$ cat src/rtl/line_to_block_comment_converter_defines.svh
// ----------------------------------------------------------------------------
// Assertion macros for the comment converter
// Both macros expect clk and arst_n in scope.
// ----------------------------------------------------------------------------
`ifndef LINE_TO_BLOCK_COMMENT_CONVERTER_DEFINES_SVH
`define LINE_TO_BLOCK_COMMENT_CONVERTER_DEFINES_SVH

// Implication checked in the same cycle
`define LBC_ASSERT_IMPL(lbl, ante, cons, msg) \
	lbl: assert property (@(posedge clk) disable iff (!arst_n) (ante) |-> (cons)) \
		else $error(msg);

// Implication checked in the next cycle
`define LBC_ASSERT_NEXT(lbl, ante, cons, msg) \
	lbl: assert property (@(posedge clk) disable iff (!arst_n) (ante) |=> (cons)) \
		else $error(msg);

`endif

$ cat src/rtl/lbc_pkg.sv
`timescale 1ns / 1ps
`default_nettype none
// ----------------------------------------------------------------------------
// lbc_pkg
// Types and character constants shared by the comment converter.
// ----------------------------------------------------------------------------
package lbc_pkg;

	typedef enum logic [2:0] {
		MODE_PLAIN = 3'd0,
		MODE_BLOCK = 3'd1,
		MODE_LINE  = 3'd2,
		MODE_STR   = 3'd3,
		MODE_END   = 3'd4
	} mode_t;

	typedef enum logic [1:0] {
		PEND_NONE  = 2'd0,
		PEND_SLASH = 2'd1,
		PEND_STAR  = 2'd2
	} pend_t;

	localparam logic [7:0] CH_SLASH = 8'h2F;
	localparam logic [7:0] CH_STAR  = 8'h2A;
	localparam logic [7:0] CH_QUOTE = 8'h22;
	localparam logic [7:0] CH_NL    = 8'h0A;
	localparam logic [7:0] CH_SPACE = 8'h20;

	// Saved-mode code for a string entered from a line comment
	localparam logic [1:0] SAVED_LINE = 2'd2;

	// One classified input item: up to three bytes to send
	typedef struct packed {
		logic [2:0][7:0] bytes;
		logic [1:0]      cnt;      // 1..3
		logic            has_char;
		logic            done;
	} job_t;

endpackage
`default_nettype wire

$ cat src/rtl/lbc_if.sv
`timescale 1ns / 1ps
`default_nettype none
// ----------------------------------------------------------------------------
// lbc channel interfaces
// Valid/ready channels for source bytes and converted bytes.
// ----------------------------------------------------------------------------
interface lbc_in_if;
	logic       valid;
	logic       ready;
	logic [7:0] in_char;
	logic       end_of_input;

	modport source (output valid, output in_char, output end_of_input, input ready);
	modport sink   (input valid, input in_char, input end_of_input, output ready);
endinterface

interface lbc_out_if;
	logic       valid;
	logic       ready;
	logic [7:0] out_char;
	logic       char_valid;
	logic       run_last;
	logic       stream_done;

	modport source (output valid, output out_char, output char_valid,
		output run_last, output stream_done, input ready);
	modport sink   (input valid, input out_char, input char_valid,
		input run_last, input stream_done, output ready);
endinterface
`default_nettype wire

$ cat src/rtl/lbc_front.sv
`timescale 1ns / 1ps
`default_nettype none
// ----------------------------------------------------------------------------
// lbc_front
// Scanner state machine: classifies each source byte; bytes with results become a job.
// ----------------------------------------------------------------------------
module lbc_front (
	input  wire              clk,
	input  wire              arst_n,
	lbc_in_if.sink           in_ch,
	output logic             push_valid,
	output lbc_pkg::job_t    push_job,
	input  wire              push_ready
);

	lbc_pkg::mode_t mode_q, mode_d;
	lbc_pkg::pend_t pend_q, pend_d;
	logic [1:0]     saved_q, saved_d;

	logic [3:0][7:0] ob;
	logic [1:0]      n;
	logic            done;
	logic [7:0]      mk;
	logic [7:0]      c;
	logic            xfer;

	assign c    = in_ch.in_char;
	assign mk   = (pend_q == lbc_pkg::PEND_STAR) ? lbc_pkg::CH_STAR : lbc_pkg::CH_SLASH;
	assign xfer = in_ch.valid && in_ch.ready;

	// Next state and emitted bytes
	always_comb begin
		mode_d  = mode_q;
		saved_d = saved_q;
		pend_d  = pend_q;
		ob      = '0;
		n       = 2'd0;
		done    = 1'b0;
		if (mode_q == lbc_pkg::MODE_PLAIN || mode_q == lbc_pkg::MODE_BLOCK ||
		    mode_q == lbc_pkg::MODE_LINE || mode_q == lbc_pkg::MODE_STR) begin
			if (in_ch.end_of_input) begin
				if (pend_q != lbc_pkg::PEND_NONE) begin
					ob[n] = mk; n = n + 2'd1;
					pend_d = lbc_pkg::PEND_NONE;
				end
				if (mode_q == lbc_pkg::MODE_LINE ||
				    (mode_q == lbc_pkg::MODE_STR && saved_q == lbc_pkg::SAVED_LINE)) begin
					ob[n] = lbc_pkg::CH_STAR;  n = n + 2'd1;
					ob[n] = lbc_pkg::CH_SLASH; n = n + 2'd1;
				end
				mode_d = lbc_pkg::MODE_END;
				done   = 1'b1;
			end else if (pend_q != lbc_pkg::PEND_NONE) begin
				// byte after a held marker goes out with the marker; a comment marker pair may be rewritten
				pend_d = lbc_pkg::PEND_NONE;
				ob[0]  = mk;
				ob[1]  = c;
				n      = 2'd2;
				case (mode_q)
					lbc_pkg::MODE_PLAIN: begin
						if (c == lbc_pkg::CH_SLASH || c == lbc_pkg::CH_STAR) begin
							ob[0]  = lbc_pkg::CH_SLASH;
							ob[1]  = lbc_pkg::CH_STAR;
							mode_d = (c == lbc_pkg::CH_SLASH) ? lbc_pkg::MODE_LINE
								: lbc_pkg::MODE_BLOCK;
						end
					end
					lbc_pkg::MODE_BLOCK: begin
						if (mk == lbc_pkg::CH_STAR && c == lbc_pkg::CH_SLASH) begin
							ob[0]  = lbc_pkg::CH_STAR;
							ob[1]  = lbc_pkg::CH_SLASH;
							mode_d = lbc_pkg::MODE_PLAIN;
						end else if (mk == lbc_pkg::CH_SLASH && c == lbc_pkg::CH_SLASH) begin
							ob[0] = lbc_pkg::CH_SPACE;
							ob[1] = lbc_pkg::CH_SPACE;
						end
					end
					lbc_pkg::MODE_LINE: begin
						if (c == lbc_pkg::CH_SLASH ||
						    (mk == lbc_pkg::CH_SLASH && c == lbc_pkg::CH_STAR)) begin
							ob[0] = lbc_pkg::CH_SPACE;
							ob[1] = lbc_pkg::CH_SPACE;
						end
					end
					default: ;
				endcase
			end else begin
				case (mode_q)
					lbc_pkg::MODE_STR: begin
						if (c == lbc_pkg::CH_QUOTE) begin
							ob[0]  = c; n = 2'd1;
							mode_d = (saved_q <= lbc_pkg::SAVED_LINE)
								? lbc_pkg::mode_t'({1'b0, saved_q}) : lbc_pkg::MODE_PLAIN;
						end else if (c == lbc_pkg::CH_NL && saved_q == lbc_pkg::SAVED_LINE) begin
							ob[0]  = lbc_pkg::CH_STAR;
							ob[1]  = lbc_pkg::CH_SLASH;
							ob[2]  = lbc_pkg::CH_NL;
							n      = 2'd3;
							mode_d = lbc_pkg::MODE_PLAIN;
						end else begin
							ob[0] = c; n = 2'd1;
						end
					end
					default: begin
						if (c == lbc_pkg::CH_STAR && mode_q != lbc_pkg::MODE_PLAIN) begin
							pend_d = lbc_pkg::PEND_STAR;
						end else if (c == lbc_pkg::CH_SLASH) begin
							pend_d = lbc_pkg::PEND_SLASH;
						end else if (c == lbc_pkg::CH_NL && mode_q == lbc_pkg::MODE_LINE) begin
							ob[0]  = lbc_pkg::CH_STAR;
							ob[1]  = lbc_pkg::CH_SLASH;
							ob[2]  = lbc_pkg::CH_NL;
							n      = 2'd3;
							mode_d = lbc_pkg::MODE_PLAIN;
						end else if (c == lbc_pkg::CH_QUOTE) begin
							ob[0]   = c; n = 2'd1;
							saved_d = mode_q[1:0];
							mode_d  = lbc_pkg::MODE_STR;
						end else begin
							ob[0] = c; n = 2'd1;
						end
					end
				endcase
			end
		end
	end

	// Job sent to the queue
	always_comb begin
		push_job.bytes    = ob[2:0];
		push_job.cnt      = (n == 2'd0) ? 2'd1 : n;
		push_job.has_char = (n != 2'd0);
		push_job.done     = done;
	end

	assign push_valid  = in_ch.valid && ((n != 2'd0) || done);
	assign in_ch.ready = push_ready;

	always_ff @(posedge clk or negedge arst_n) begin
		if (!arst_n) begin
			mode_q  <= lbc_pkg::MODE_PLAIN;
			saved_q <= 2'd0;
			pend_q  <= lbc_pkg::PEND_NONE;
		end else if (xfer) begin
			mode_q  <= mode_d;
			saved_q <= saved_d;
			pend_q  <= pend_d;
		end
	end

endmodule
`default_nettype wire

$ cat src/rtl/lbc_queue.sv
`timescale 1ns / 1ps
`default_nettype none
// ----------------------------------------------------------------------------
// lbc_queue
// Two-entry job queue between scanner and output sequencer.
// ----------------------------------------------------------------------------
module lbc_queue (
	input  wire              clk,
	input  wire              arst_n,
	input  wire              push_valid,
	input  lbc_pkg::job_t    push_job,
	output logic             push_ready,
	output logic             pop_valid,
	output lbc_pkg::job_t    pop_job,
	input  wire              pop
);

	lbc_pkg::job_t mem_q [2];
	logic          wr_ptr_q, rd_ptr_q;
	logic [1:0]    count_q;
	logic          do_push, do_pop;

	assign push_ready = (count_q != 2'd2);
	assign pop_valid  = (count_q != 2'd0);
	assign pop_job    = mem_q[rd_ptr_q];
	assign do_push    = push_valid && push_ready;
	assign do_pop     = pop && pop_valid;

	always_ff @(posedge clk) begin
		if (do_push) begin
			mem_q[wr_ptr_q] <= push_job;
		end
	end

	always_ff @(posedge clk or negedge arst_n) begin
		if (!arst_n) begin
			wr_ptr_q <= 1'b0;
			rd_ptr_q <= 1'b0;
			count_q  <= 2'd0;
		end else begin
			if (do_push) wr_ptr_q <= ~wr_ptr_q;
			if (do_pop)  rd_ptr_q <= ~rd_ptr_q;
			if (do_push && !do_pop) begin
				count_q <= count_q + 2'd1;
			end else if (do_pop && !do_push) begin
				count_q <= count_q - 2'd1;
			end
		end
	end

endmodule
`default_nettype wire

$ cat src/rtl/lbc_back.sv
`timescale 1ns / 1ps
`default_nettype none
// ----------------------------------------------------------------------------
// lbc_back
// Output sequencer: sends the bytes of each job, one per transfer.
// ----------------------------------------------------------------------------
module lbc_back (
	input  wire              clk,
	input  wire              arst_n,
	input  wire              job_valid,
	input  lbc_pkg::job_t    job,
	output logic             pop,
	lbc_out_if.source        out_ch
);

	logic [1:0] idx_q;
	logic       ovalid_q;
	logic [7:0] char_q;
	logic       cvalid_q, last_q, done_q;
	logic       load, last;

	assign load = job_valid && (!ovalid_q || out_ch.ready);
	assign last = (idx_q == job.cnt - 2'd1);
	assign pop  = load && last;

	always_ff @(posedge clk or negedge arst_n) begin
		if (!arst_n) begin
			idx_q    <= 2'd0;
			ovalid_q <= 1'b0;
		end else begin
			if (load) begin
				idx_q    <= last ? 2'd0 : idx_q + 2'd1;
				ovalid_q <= 1'b1;
			end else if (out_ch.ready) begin
				ovalid_q <= 1'b0;
			end
		end
	end

	always_ff @(posedge clk) begin
		if (load) begin
			char_q   <= job.bytes[idx_q];
			cvalid_q <= job.has_char;
			last_q   <= last;
			done_q   <= last && job.done;
		end
	end

	assign out_ch.valid       = ovalid_q;
	assign out_ch.out_char    = char_q;
	assign out_ch.char_valid  = cvalid_q;
	assign out_ch.run_last    = last_q;
	assign out_ch.stream_done = done_q;

endmodule
`default_nettype wire

$ cat src/rtl/line_to_block_comment_converter.sv
`timescale 1ns / 1ps
`default_nettype none
// ----------------------------------------------------------------------------
// line_to_block_comment_converter
// Rewrites C line comments as block comments on a byte stream.
// ----------------------------------------------------------------------------
// Source bytes come in on in_ch, one per transfer, with end_of_input set on
// the last transfer of a text. Converted bytes leave on out_ch, one per
// transfer; run_last marks the last result of an input byte and stream_done
// the last result of the whole text. A byte that opens a comment marker
// (slash outside a string, or star inside a comment) yields no result at
// once; the next byte decides what is sent. An input transfer is accepted
// whenever the two-entry job queue has room, and it takes effect on the
// scanner state at once. Results leave at one per cycle from a registered
// output stage while out_ch is ready and jobs are queued, so an input byte
// has as many output transfers as it has results: 0 to 3. After the
// end-of-text transfer all further input is taken and dropped until reset.
// ----------------------------------------------------------------------------
`include "line_to_block_comment_converter_defines.svh"

module line_to_block_comment_converter (
	input  wire         clk,
	input  wire         arst_n,
	lbc_in_if.sink      in_ch,
	lbc_out_if.source   out_ch
);

	// Front to queue
	logic          push_valid, push_ready;
	lbc_pkg::job_t push_job;

	// Queue to back
	logic          job_valid, pop;
	lbc_pkg::job_t job;

	// Scanner: mode tracking and byte classification
	lbc_front u_front (
		.clk        (clk),
		.arst_n     (arst_n),
		.in_ch      (in_ch),
		.push_valid (push_valid),
		.push_job   (push_job),
		.push_ready (push_ready)
	);

	// Decouples scanner from a stalled output
	lbc_queue u_queue (
		.clk        (clk),
		.arst_n     (arst_n),
		.push_valid (push_valid),
		.push_job   (push_job),
		.push_ready (push_ready),
		.pop_valid  (job_valid),
		.pop_job    (job),
		.pop        (pop)
	);

	// Serializes each job onto the output channel
	lbc_back u_back (
		.clk       (clk),
		.arst_n    (arst_n),
		.job_valid (job_valid),
		.job       (job),
		.pop       (pop),
		.out_ch    (out_ch)
	);

	// Checks
	`LBC_ASSERT_IMPL(a_done_is_last, out_ch.valid && out_ch.stream_done, out_ch.run_last, "stream_done without run_last")
	`LBC_ASSERT_IMPL(a_empty_is_done, out_ch.valid && !out_ch.char_valid, out_ch.stream_done && out_ch.out_char == 8'h00, "empty result outside end of text")
	`LBC_ASSERT_NEXT(a_quiet_after_done, out_ch.valid && out_ch.ready && out_ch.stream_done, !out_ch.valid, "output after end of text")

endmodule
`default_nettype wire
$ cat src/flat_wrapper.sv
// flat-port wrapper written by rule: the top's interface ports become plain ports
module line_to_block_comment_converter_flat 
  (clk, arst_n, in_ch_valid, in_ch_in_char, in_ch_end_of_input, in_ch_ready, out_ch_valid, out_ch_out_char, out_ch_char_valid, out_ch_run_last, out_ch_stream_done, out_ch_ready);
  lbc_in_if in_ch_i ();
  lbc_out_if out_ch_i ();
  input  wire clk;
  input  wire arst_n;
  input wire logic [$bits(in_ch_i.valid)-1:0] in_ch_valid;
  input wire logic [$bits(in_ch_i.in_char)-1:0] in_ch_in_char;
  input wire logic [$bits(in_ch_i.end_of_input)-1:0] in_ch_end_of_input;
  output wire logic [$bits(in_ch_i.ready)-1:0] in_ch_ready;
  output wire logic [$bits(out_ch_i.valid)-1:0] out_ch_valid;
  output wire logic [$bits(out_ch_i.out_char)-1:0] out_ch_out_char;
  output wire logic [$bits(out_ch_i.char_valid)-1:0] out_ch_char_valid;
  output wire logic [$bits(out_ch_i.run_last)-1:0] out_ch_run_last;
  output wire logic [$bits(out_ch_i.stream_done)-1:0] out_ch_stream_done;
  input wire logic [$bits(out_ch_i.ready)-1:0] out_ch_ready;
  assign in_ch_i.valid = in_ch_valid;
  assign in_ch_i.in_char = in_ch_in_char;
  assign in_ch_i.end_of_input = in_ch_end_of_input;
  assign in_ch_ready = in_ch_i.ready;
  assign out_ch_valid = out_ch_i.valid;
  assign out_ch_out_char = out_ch_i.out_char;
  assign out_ch_char_valid = out_ch_i.char_valid;
  assign out_ch_run_last = out_ch_i.run_last;
  assign out_ch_stream_done = out_ch_i.stream_done;
  assign out_ch_i.ready = out_ch_ready;
  line_to_block_comment_converter u_core (.clk(clk), .arst_n(arst_n), .in_ch(in_ch_i), .out_ch(out_ch_i));
endmodule
$ cat config.mk
export PLATFORM = sky130hd
export DESIGN_NAME = line_to_block_comment_converter_flat
export DESIGN_NICKNAME = d
export VERILOG_FILES = /design/src/rtl/lbc_pkg.sv /design/src/rtl/lbc_if.sv /design/src/rtl/lbc_front.sv /design/src/rtl/lbc_queue.sv /design/src/rtl/lbc_back.sv /design/src/rtl/line_to_block_comment_converter.sv /design/src/flat_wrapper.sv
export VERILOG_INCLUDE_DIRS = /design/src /design/src/rtl
export SDC_FILE = /design/constraint.sdc
export NUM_CORES = 1
export LEC_CHECK = 0
export BUFFER_PORTS_ARGS = -buffer_cell sky130_fd_sc_hd__buf_2
export CORE_ASPECT_RATIO = 0.6
export CORE_UTILIZATION = 60
export DETAILED_ROUTE_END_ITERATION = 8
export GPL_TIMING_DRIVEN = 0
export PLACE_DENSITY = 0.8
export SLEW_MARGIN = 10
export SYNTH_ARGS = -nofsm -noshare
export SYNTH_HDL_FRONTEND = slang
export SYNTH_SLANG_ARGS = --single-unit
$ cat constraint.sdc
create_clock -name clk -period 6.2 [get_ports clk]
set_input_delay 0 -clock clk [delete_from_list [all_inputs] [get_ports clk]]
set_output_delay 0 -clock clk [all_outputs]
set_load 0.1 [all_outputs]
## After elaboration in Yosys (flattened, before gate mapping)

Memories as Yosys holds them, arrays and structs flattened.
Cells that the tools add are included.

- Logic and storage cells: 174
- Bits in registers: 25
- Memories: 1
- Bits of input ports: 13
- RAM bits: 56
- Output and inout bits: 13

Memory list:

| memory | words | width | read ports | clocked after Yosys merged registers in | write ports | line | source |
|---|---|---|---|---|---|---|---|
| u_core.u_queue.mem_q | 2 | 28 | 1 | 0 | 1 | lbc_queue.sv:18 | `lbc_pkg::job_t mem_q [2];` |

- Muxes and demuxes: 72
- Bitwise gates (word level): 14
- Equal/unequal tests: 21
- Add/sub/neg operators: 6
- Order comparisons: 6
- Reduce and logical (&&, ||, !) cells: 42

Operators with widths:

| cell | count |
|---|---|
| 16-bit 2-to-1 mux | 6 |
| 24-bit 2-to-1 mux | 3 |
| 8-bit 2-to-1 mux | 9 |
| 2-bit 2-to-1 mux | 24 |
| 16-bit one-hot mux with 3 select lines | 1 |
| 20-bit 2-to-1 mux | 2 |
| 3-bit 2-to-1 mux | 12 |
| 8-bit demux with 2-bit select | 2 |
| 32-bit 2-to-1 mux | 1 |
| 8-bit by 6-bit equality test with 1-bit output, second input constant | 3 |
| 12-bit 2-to-1 mux | 2 |
| 5-bit by 20-bit AND with 20-bit output | 1 |
| 20-bit inverter | 1 |
| 20-bit bitwise OR | 1 |
| 1-bit logical AND | 18 |
| 9-bit AND reduction | 2 |
| 8-bit binary-select mux with 2-bit select | 1 |
| 12-bit AND | 1 |
| 6-bit equality test, second input constant | 2 |
| 4-bit != test, second input constant | 3 |
| 12-bit inverter | 1 |
| 3-bit by 12-bit bitwise OR with 12-bit output | 1 |
| 2-bit nonzero test | 5 |
| 2-bit by 3-bit < comparator with 1-bit output, second input constant | 3 |
| other kinds (24) | 56 |

## Depth between registers and ports, before layout

Gate-level depths: netlist of the first run.

- Word-level depth: 18
- Mapped depth: 9
- Gate-level depth less buffers: 8

## By module

A second synthesis of the first run with hierarchy kept.

- Cell total of the unflattened synthesis: 325
- Area, all modules: 4101.4 sq um

Modules (own cells, without submodules):

| module | sequential area each (sq um) | area each (sq um) | times used | cells each |
|---|---|---|---|---|
| lbc_queue | 1781.7 | 2262.2 | 1 | 105 |
| lbc_front | 175.2 | 1132.3 | 1 | 160 |
| lbc_back | 405.4 | 706.9 | 1 | 60 |

## Worst setup path after synthesis of the first run

Ideal clock, no wire load.

- Path type: register to register
- From: reg u_core.u_queue.count_q[0]
- To: mem u_core.u_queue.mem_q[0][0] (netlist bit) (enable)
- Data arrival time: 2711 ps
- Data required time: 5797 ps
- Cell stages (with the launch flop): 5
- Clock period less this slack: 3115 ps
- Slack: 3085 ps
- Path buffers: 0
- Path through: dfrtp_1 nand2b_1 nand2_1 a31oi_2 nor2b_1

- Longest elaborated chain between the ends: 4

RTL lines:

| item | line | source |
|---|---|---|
| start, declared | lbc_queue.sv:20 | `logic [1:0] count_q;` |
| start signal, assigned | lbc_queue.sv:44 | `count_q <= count_q + 2'd1;` |
| start signal, assigned | lbc_queue.sv:46 | `count_q <= count_q - 2'd1;` |
| 2-bit != test | lbc_queue.sv:23 | `assign push_ready = (count_q != 2'd2);` |
| via in_ch_ready | flat_wrapper.sv:11 | `output wire logic [$bits(in_ch_i.ready)-1:0] in_ch_ready;` |
| 1-bit logical AND | lbc_queue.sv:26 | `assign do_push = push_valid && push_ready;` |
| via u_core.u_queue.do_push | lbc_queue.sv:21 | `logic do_push, do_pop;` |
| 1-bit 2-to-1 mux | lbc_queue.sv:30 | `if (do_push) begin` |
| 1-bit 2-to-1 mux (not written as such) | lbc_queue.sv:31 | `mem_q[wr_ptr_q] <= push_job;` |
| end, declared | lbc_queue.sv:18 |  |

The timed path passes the listed nets, and every way through them passes these cells.

## Worst setup path after layout of the first run

- From: reg u_core.u_front.saved_q[0]
- To: mem u_core.u_queue.mem_q[1][15] (netlist bit) (enable)

- Longest elaborated chain between the ends: 14
- Elaborated cells between the ends (all ways): 17

RTL lines:

| item | line | source |
|---|---|---|
| start, declared | lbc_front.sv:18 | `logic [1:0] saved_q, saved_d;` |
| start signal, assigned | lbc_front.sv:146 | `saved_q <= saved_d;` |
| 2-bit equality test (*) | lbc_front.sv:47, lbc_front.sv:94 |  |
| 1-bit logical AND | lbc_front.sv:94 | `end else if (c == lbc_pkg::CH_NL && saved_q == lbc_pkg::SAVED_LINE) begin` |
| 2-bit 2-to-1 mux | lbc_front.sv:94 |  |
| 2-bit 2-to-1 mux | lbc_front.sv:90 | `if (c == lbc_pkg::CH_QUOTE) begin` |
| 2-bit 2-to-1 mux | lbc_front.sv:88 | `case (mode_q)` |
| 2-bit 2-to-1 mux | lbc_front.sv:53 | `end else if (pend_q != lbc_pkg::PEND_NONE) begin` |
| 2-bit 2-to-1 mux (*) | lbc_front.sv:41 | `if (in_ch.end_of_input) begin` |
| 2-bit 2-to-1 mux (*) | lbc_front.sv:39 | `if (mode_q == lbc_pkg::MODE_PLAIN \|\| mode_q == lbc_pkg::MODE_BLOCK \|\|` |
| 2-bit nonzero test (*) | lbc_front.sv:136 | `assign push_valid = in_ch.valid && ((n != 2'd0) \|\| done);` |
| 1-bit logical OR (*) | lbc_front.sv:136 |  |
| 1-bit logical AND (*) | lbc_front.sv:136 |  |
| 1-bit logical AND (*) | lbc_queue.sv:26 |  |
| via u_core.u_queue.do_push | lbc_queue.sv:21 |  |
| 1-bit 2-to-1 mux (*) | lbc_queue.sv:30 |  |
| 1-bit 2-to-1 mux (not written as such) (*) | lbc_queue.sv:31 |  |

Mark *: on every way through the listed nets, which the timed path passes. The rest lies on a longest branch.

==> results of run 1 <==
[worst paths after layout]
check	slack (ns)	cells after the start	start	end
setup / recovery	3.19	5	u_core.u_front.saved_q[0]$_DFFE_PN0P_	u_core.u_queue.mem_q[1][15]$_DFFE_PP_
hold / removal	0.05	2	in_ch_in_char[4]	u_core.u_queue.mem_q[0][16]$_DFFE_PP_
setup reg to reg	3.19	5	u_core.u_front.saved_q[0]$_DFFE_PN0P_	u_core.u_queue.mem_q[1][15]$_DFFE_PP_
hold reg to reg	0.49	2	u_core.u_back.out_ch.valid$_DFFE_PN0P_	u_core.u_back.out_ch.valid$_DFFE_PN0P_
max in group asynchronous	5.82	2	arst_n	u_core.u_queue.rd_ptr_q$_DFFE_PN0P_
min in group asynchronous	0.11	2	arst_n	u_core.u_queue.count_q[1]$_DFFE_PN0P_
[cell usage in the layout (no fill, tap or decap), types with 2 or more instances in the layout]
cell type and instances:
and2_1 9, mux4_2 8, o21ai_0 11, o21ai_1 2
inv_1 9, or2_2 4, edfxtp_1 55, nor2b_1 6
xnor2_1 3, nand3_1 3, or3_1 2, clkbuf_8 10
clkbuf_1 9, nand4_1 3, o21a_1 2, a221oi_2 2
nand2b_1 7, nand2_1 17, a31oi_1 2, dfrtp_1 14
mux2_2 3, xor2_1 5, a211oi_1 2, nor2_1 20
a21oi_1 10, a21o_1 7, clkinv_2 2, dlygate4sd3_1 3
buf_2 31, nor3_1 6, nor4_1 3, mux2i_1 4
o22ai_1 2, a21oi_2 2, o2111ai_1 2, mux2_1 2
[flip-flops by register name, summed over array words and instances, names as in the netlist]
register	cells
u_core.u_queue.mem_q	44
u_core.u_back.out_ch.out_char	8
u_core.u_front.mode_q	3
u_core.u_back.idx_q	2
u_core.u_front.pend_q	2
u_core.u_front.saved_q	2
u_core.u_queue.count_q	2
u_core.u_back.out_ch.char_valid	1
u_core.u_back.out_ch.run_last	1
u_core.u_back.out_ch.stream_done	1
u_core.u_back.out_ch.valid	1
u_core.u_queue.rd_ptr_q	1
u_core.u_queue.wr_ptr_q	1
[cell families (layout without fill, tap and decap cells)]
| logic type | Yosys count | in the layout | share of synthesized area, % |
|---|---|---|---|
| AOI/OAI and AO/OA | 55 | 55 | 11.4 |
| muxes | 17 | 17 | 8.21 |
| buffers and inverters | 23 | 66 | 2.86 |
| DFF | 69 | 69 | 59.5 |
| and+or+nand+nor | 92 | 92 | 15.6 |
| adders and majority gates | 1 | 1 | 0.372 |
| xor gates and xnor gates | 8 | 8 | 2.08 |
[critical path: stages (launching register included)]
cell and delay [ns]:
dfrtp_1 0.39, nand2b_1 0.20, a21oi_1 0.52, o21ai_1 0.30, a31oi_2 0.35, and2_1 0.85
[power breakdown]
group / leakage [nW] / switching [W] / total [W] / internal [W]
clock: 0.0848 / 0.000150 / 0.000304 / 0.000154
combinational: 0.692 / 0.0000155 / 0.0000248 / 0.00000927
sequential: 0.643 / 0.0000000000000000000114 / 0.000494 / 0.000494
total: 1.42 / 0.000165 / 0.000823 / 0.000657
[cell type report]
class                           count  area [um^2]  area share (%)
Buffer                             14         62.6            1.66
Clock buffer                       13          149            3.94
Clock inverter                      3         13.8           0.365
Inverter                            9         33.8           0.895
Multi-Input combinational cell    173         1270            33.7
Sequential cell                    69         2000            53.0
Tap cell                           66         82.6            2.19
Timing Repair Buffer               27          160            4.24
[what timing repair did]
action	in CTS	in global routing
hold endpoints to repair	16	0
buffers inserted	0	0
setup endpoints to repair	0	0
hold buffers	3	0
[stage by stage]
stage               utilization, %  setup WS, ns
floorplan                        -          3.09
global placement              68.2          2.60
detailed placement            68.5          3.25
CTS                           72.2          3.23
global route                  72.2          2.94
finish                        72.2          3.19
[routing by layer]
metal	part of all wire, %	vias to the layer above	routed length (um)	GRT usage (%)
met5	0	-	0	0
met4	0.56	0	37	6.18
met1	48	1124	3160	36.7
met2	42	113	2760	34.1
met3	9.2	6	607	7.02
li1	-	1076	-	-
==> qor.yml, run 1 <==
clocking:
  h-tree-depth: 3
  clock_sink_count: 69
  number_of_buffers_inserted_during_clock_tree_synthesis: 9
  cts.clk_slew.worst_paths_ns: 0.07
  cts_root_buf: "clkbuf_8"
  clock_insertion_delay_worst_skew_ns: 0.32
  max-clock-path-buffers: 2
  cts_resized: 0
  cts_tree: "done"
layout:
  areaGrowthSynthToFinish_pct: 12.1
  fillers: 379
  final_design_area_no_fill_mm2: 0.00377
  final_cells: 374
  nets: 317
  post_route_cells_drive_above_1_share_pct: 22.7
  antenna_cells: 0
floorplanning:
  i_o_pin_cnt: 26
  num_rows: 20
  die_area_mm2: 0.00593
  vertical_extent_of_the_die_um: 60.0
  die_width_um: 98.7
  core_region_area_mm2: 0.00523
  floorplan.initialDensity_pct: 64.4
sta:
  maxSlewViolCount: 0
  final.hold.worst_slack_ns: 0.0498
  timing.final.hold_violations: 0
  timing.max_slew.rel_slack_pct: 32.0
  achievable-frequency_mhz: 333
  period_share_pct: 48.5
  rsz_0062_raised_after_global_routing: "no"
  final.setup_skew_ns: 0.00994
  final.min_clock_period_ns: 3.01
  worst_slew_pin_slew_ns: 1.02
  finalSetupTns_ns: 0
  final_report_setup_violation_count: 0
placement:
  numPlacedInstances: 355
  post-dp-hpwl_mm: 4.77
  dpl_cell_area_mm2: 0.00358
  portBuffers: 23
  finalWeightedCongestion: 0.971
grt:
  grt_start_max_net_pins: 23
  sum_of_overflow_across_all_layers_after_global_routing: 0
  number_of_antenna_violations_at_the_first_check_in_global_routing: 0
  global_route.usage.total_pct: 24.2
  first_global_vias: 2036
  global_route_wire_length_before_repair_mm: 10.3
drt:
  dr.first_iter.drc_count: 226
  avgRoutedWirePerCell_um: 17.5
  vias: 2319
  drt_first_pass_iters: 6
  antenna_left: 0
  postRouteWirelength_mm: 6.56
  avgViaCountPerCell: 6.20
  remaining_drc_errors: 0
synthesis:
  synth_cells: 265
  yosys_register_bits: 69
  synth_seq_area_share_pct: 59.5
  yosys_warnings: 0
  netlist_top_cells_count: "edfxtp_1 (55), nor2_1 (20), nand2_1 (17), dfrtp_1 (14), o21ai_0 (11)"
  synth_top_area_share_pct: 49.1
  synthMostInstantiatedCell: "edfxtp_1"
  synth.top_cells.by_area: "edfxtp_1 (49%), dfrtp_1 (10%), mux4_2 (5.4%), nor2_1 (2.2%), nand2_1 (1.9%)"
  asyncSetResetFlopFracSynth_pct: 20.3
  synth-main-ff-cell: "edfxtp_1"
  cell_type_with_the_largest_total_area_after_synthesis: "edfxtp_1"
  synth_enable_flop_cells: 55
  synth.avg_cell_area_um2: 12.7
  synthesis.nets: 279
  synthDistinctLibCells: 56
  netlist_area_mm2: 0.00337
setup_path:
  crit_required_ns: 6.14
  critPathMaxFanout: 22
  startpoint_type_of_the_worst_setup_path: "flop"
  cp.arrival_ns: 2.95
  end_kind: "flop"
  crit_type: "flop to flop"
power:
  power.total_w: 0.000823
  peakVddDrop_v: 0.000153
  power-per-cell-area_mw_per_mm2: 218
  leakage_nw: 1.42
min_path:
  worst_hold_path_class: "primary input to flop"
run_status:
  status: "finished clean"
job:
  max_cap_violations: 0
(Power assumes the default switching activity.)
==> inputs of run 2 (changes only) <==
CORE_UTILIZATION = 54   (was 60)
PLACE_DENSITY = 0.76   (was 0.8)
clock period = 2.45 ns   (was 6.2 ns; I/O delays follow)
==> qor.yml, run 2 (synthesis results as in run 1) <==
run_status:
  status: "finished clean"
grt:
  first_global_vias: 2196  # +7.9%
  global_route_wire_length_before_repair_mm: 11.4  # +11%
  number_of_antenna_violations_at_the_first_check_in_global_routing: 0  # unchanged
  grt_start_max_net_pins: 23  # unchanged
  global_route.usage.total_pct: 23.8  # -0.39 points
  grt_busiest_layer: "met2"
  gr-usage-met3_pct: 6.52  # -0.50 points
  global_route_met1_usage_pct: 34.5  # -2.2 points
  use_met2_pct: 35.1  # +0.98 points
  sum_of_overflow_across_all_layers_after_global_routing: 0  # unchanged
sta:
  timing.final.hold_violations: 0  # unchanged
  achievable-frequency_mhz: 438  # +32%
  maxSlewViolCount: 0  # unchanged
  final.min_clock_period_ns: 2.28  # -0.726 ns
  rsz_0062_raised_after_global_routing: "no"
  final.setup.worst_slack_ns: 0.169  # -3.02 ns
  period_share_pct: 93.1  # +45 points
  final.hold.worst_slack_ns: 0.0151  # -0.0347 ns
  final_report_setup_violation_count: 0  # unchanged
  final.setup_skew_ns: 0.00887  # -0.00107 ns
  worst_slew_pin_slew_ns: 0.647  # -0.372 ns
  timing.max_slew.rel_slack_pct: 56.5  # +25 points
floorplanning:
  floorplan.initialDensity_pct: 58.2  # -6.1 points
  die_width_um: 104  # +5.3%
  i_o_pin_cnt: 26  # unchanged
  die_area_mm2: 0.00657  # +11%
  num_rows: 21  # +5.0%
  core_region_area_mm2: 0.00578  # +11%
  vertical_extent_of_the_die_um: 63.2  # +5.2%
setup_path:
  cp.arrival_ns: 2.55  # -0.40 ns
  end_kind: "flop"
  crit_type: "flop to flop"
  crit_required_ns: 2.71  # -3.43 ns
  startpoint_type_of_the_worst_setup_path: "flop"
  critPathMaxFanout: 10  # -55%
layout:
  layout.cells.most_common_list: "edfxtp_1 (55), buf_2 (31), nor2_1 (20)"
  most_frequent_standard_cell_in_the_layout_excluding_fill_and_tap_cells: "edfxtp_1"
  post_route_cells_drive_above_1_share_pct: 26.8  # +4.1 points
  nets: 322  # +1.6%
  fillers: 449  # +18%
  regMostFlops: "u_core.u_queue.mem_q"
  largest_reg_flops: 44  # unchanged
  areaGrowthSynthToFinish_pct: 15.0
  antenna_cells: 0  # unchanged
drt:
  dr.first_iter.drc_count: 196  # -13%
  remaining_drc_errors: 0  # unchanged
  antenna_left: 0  # unchanged
  avgRoutedWirePerCell_um: 17.8  # +1.2%
  postRouteWirelength_mm: 6.98  # +6.3%
  avgViaCountPerCell: 5.86  # -5.5%
  vias: 2304  # -0.65%
  drt_first_pass_iters: 6  # unchanged
power:
  leakage_nw: 1.45  # +2.0%
  peakVddDrop_v: 0.000271  # +77%
  power-per-cell-area_mw_per_mm2: 551  # +150%
clocking:
  cts_root_buf: "clkbuf_8"
  cts_tree: "done"
  cts.clk_slew.worst_paths_ns: 0.08  # about the same
  h-tree-depth: 3  # unchanged
  clock_sink_count: 69  # unchanged
  number_of_buffers_inserted_during_clock_tree_synthesis: 9  # unchanged
  max-clock-path-buffers: 2  # unchanged
  clock_insertion_delay_worst_skew_ns: 0.35  # +0.03 ns
placement:
  portBuffers: 23  # unchanged
  post-dp-hpwl_mm: 4.92  # +3.2%
  place_ws_ns: -0.522  # -3.77 ns
  finalWeightedCongestion: 0.964  # -0.75%
job:
  max_cap_violations: 0  # unchanged
min_path:
  worst_hold_path_class: "primary input to flop"
[run 2: cell types whose count changed in the layout (fill, tap and decap cells not counted), sizes merged]
cell	before	now
clkinv	3	4
buf	32	36
clkinvlp	0	2
clkbuf	19	16
nor2b	7	8
[run 2: per-stage QoR]
step	power (W)	setup TNS [ns]	util (%)	area [um^2]	std cells
4_1_cts	0.00214	0	66.7	3850	391
3_5_place_dp	0.00133	-17.37	62.1	3590	368
6_report	0.00213	0	67.0	3870	393
3_3_place_gp	0.00133	-16.31	62.1	3590	368
5_1_grt	0.00219	0	67.0	3870	393
2_1_floorplan	0.00130	0	-	3380	265
[run 2: cell type report]
type / count / area (um^2) / share of cell area [%]
flip-flops and latches: 69 / 2000 / 51.7
clock buffers: 10 / 138 / 3.55
repair buffers: 31 / 195 / 5.04
clock inverters: 6 / 38.8 / 1.00
multi-input cells: 174 / 1300 / 33.6
well taps: 80 / 100 / 2.58
plain buffers: 14 / 62.6 / 1.62
inverters: 9 / 33.8 / 0.872
[run 2: final timing paths]
kind	cells past startpoint	end	startpoint	slack (ns)
worst max-delay path	10	u_core.u_queue.count_q[1]$_DFFE_PN0P_	u_core.u_front.pend_q[0]$_DFFE_PN0P_	0.17
max in group asynchronous	2	u_core.u_back.idx_q[1]$_DFFE_PN0P_	arst_n	2.09
worst min-delay path	2	u_core.u_queue.mem_q[0][10]$_DFFE_PP_	in_ch_in_char[6]	0.02
min in group asynchronous	2	u_core.u_back.idx_q[0]$_DFFE_PN0P_	arst_n	0.09
worst max register to register	10	u_core.u_queue.count_q[1]$_DFFE_PN0P_	u_core.u_front.pend_q[0]$_DFFE_PN0P_	0.17
worst min register to register	2	u_core.u_back.out_ch.valid$_DFFE_PN0P_	u_core.u_back.out_ch.valid$_DFFE_PN0P_	0.50
[run 2: critical path: stages (launching register included)]
cell and delay [ns]:
dfrtp_1 0.32, clkbuf_1 0.32, nor2_1 0.19, or2_2 0.34, o311ai_1 0.11, a31oi_2 0.12, buf_4 0.19, ha_1 0.21
xor2_1 0.14, nor2_1 0.11, xor2_1 0.16
[run 2: what timing repair did]
item / 4_1_cts / 5_1_grt
pin swaps: 2 / 1
setup buffers: 3 / 2
setup endpoints to repair: 44 / 23
hold buffers: 3 / 0
endpoints found under the hold margin: 16 / 0
resized for setup: 5 / 2
gates cloned: 1 / 0
[run 2: power by group]
group                     switching (W)  internal (W)  total [W]
registers      0.0000000000000000000294       0.00125    0.00125
logic                         0.0000383     0.0000235  0.0000618
clock network                  0.000431      0.000390   0.000821
[run 2: metal layers]
metal  wire (um)  share of wire [%]  vias up
met2        2930                 42      109
met5           0                  0        -
li1            -                  -     1086
met1        3370                 48     1102
met4          71                1.0        0
met3         605                8.7        7
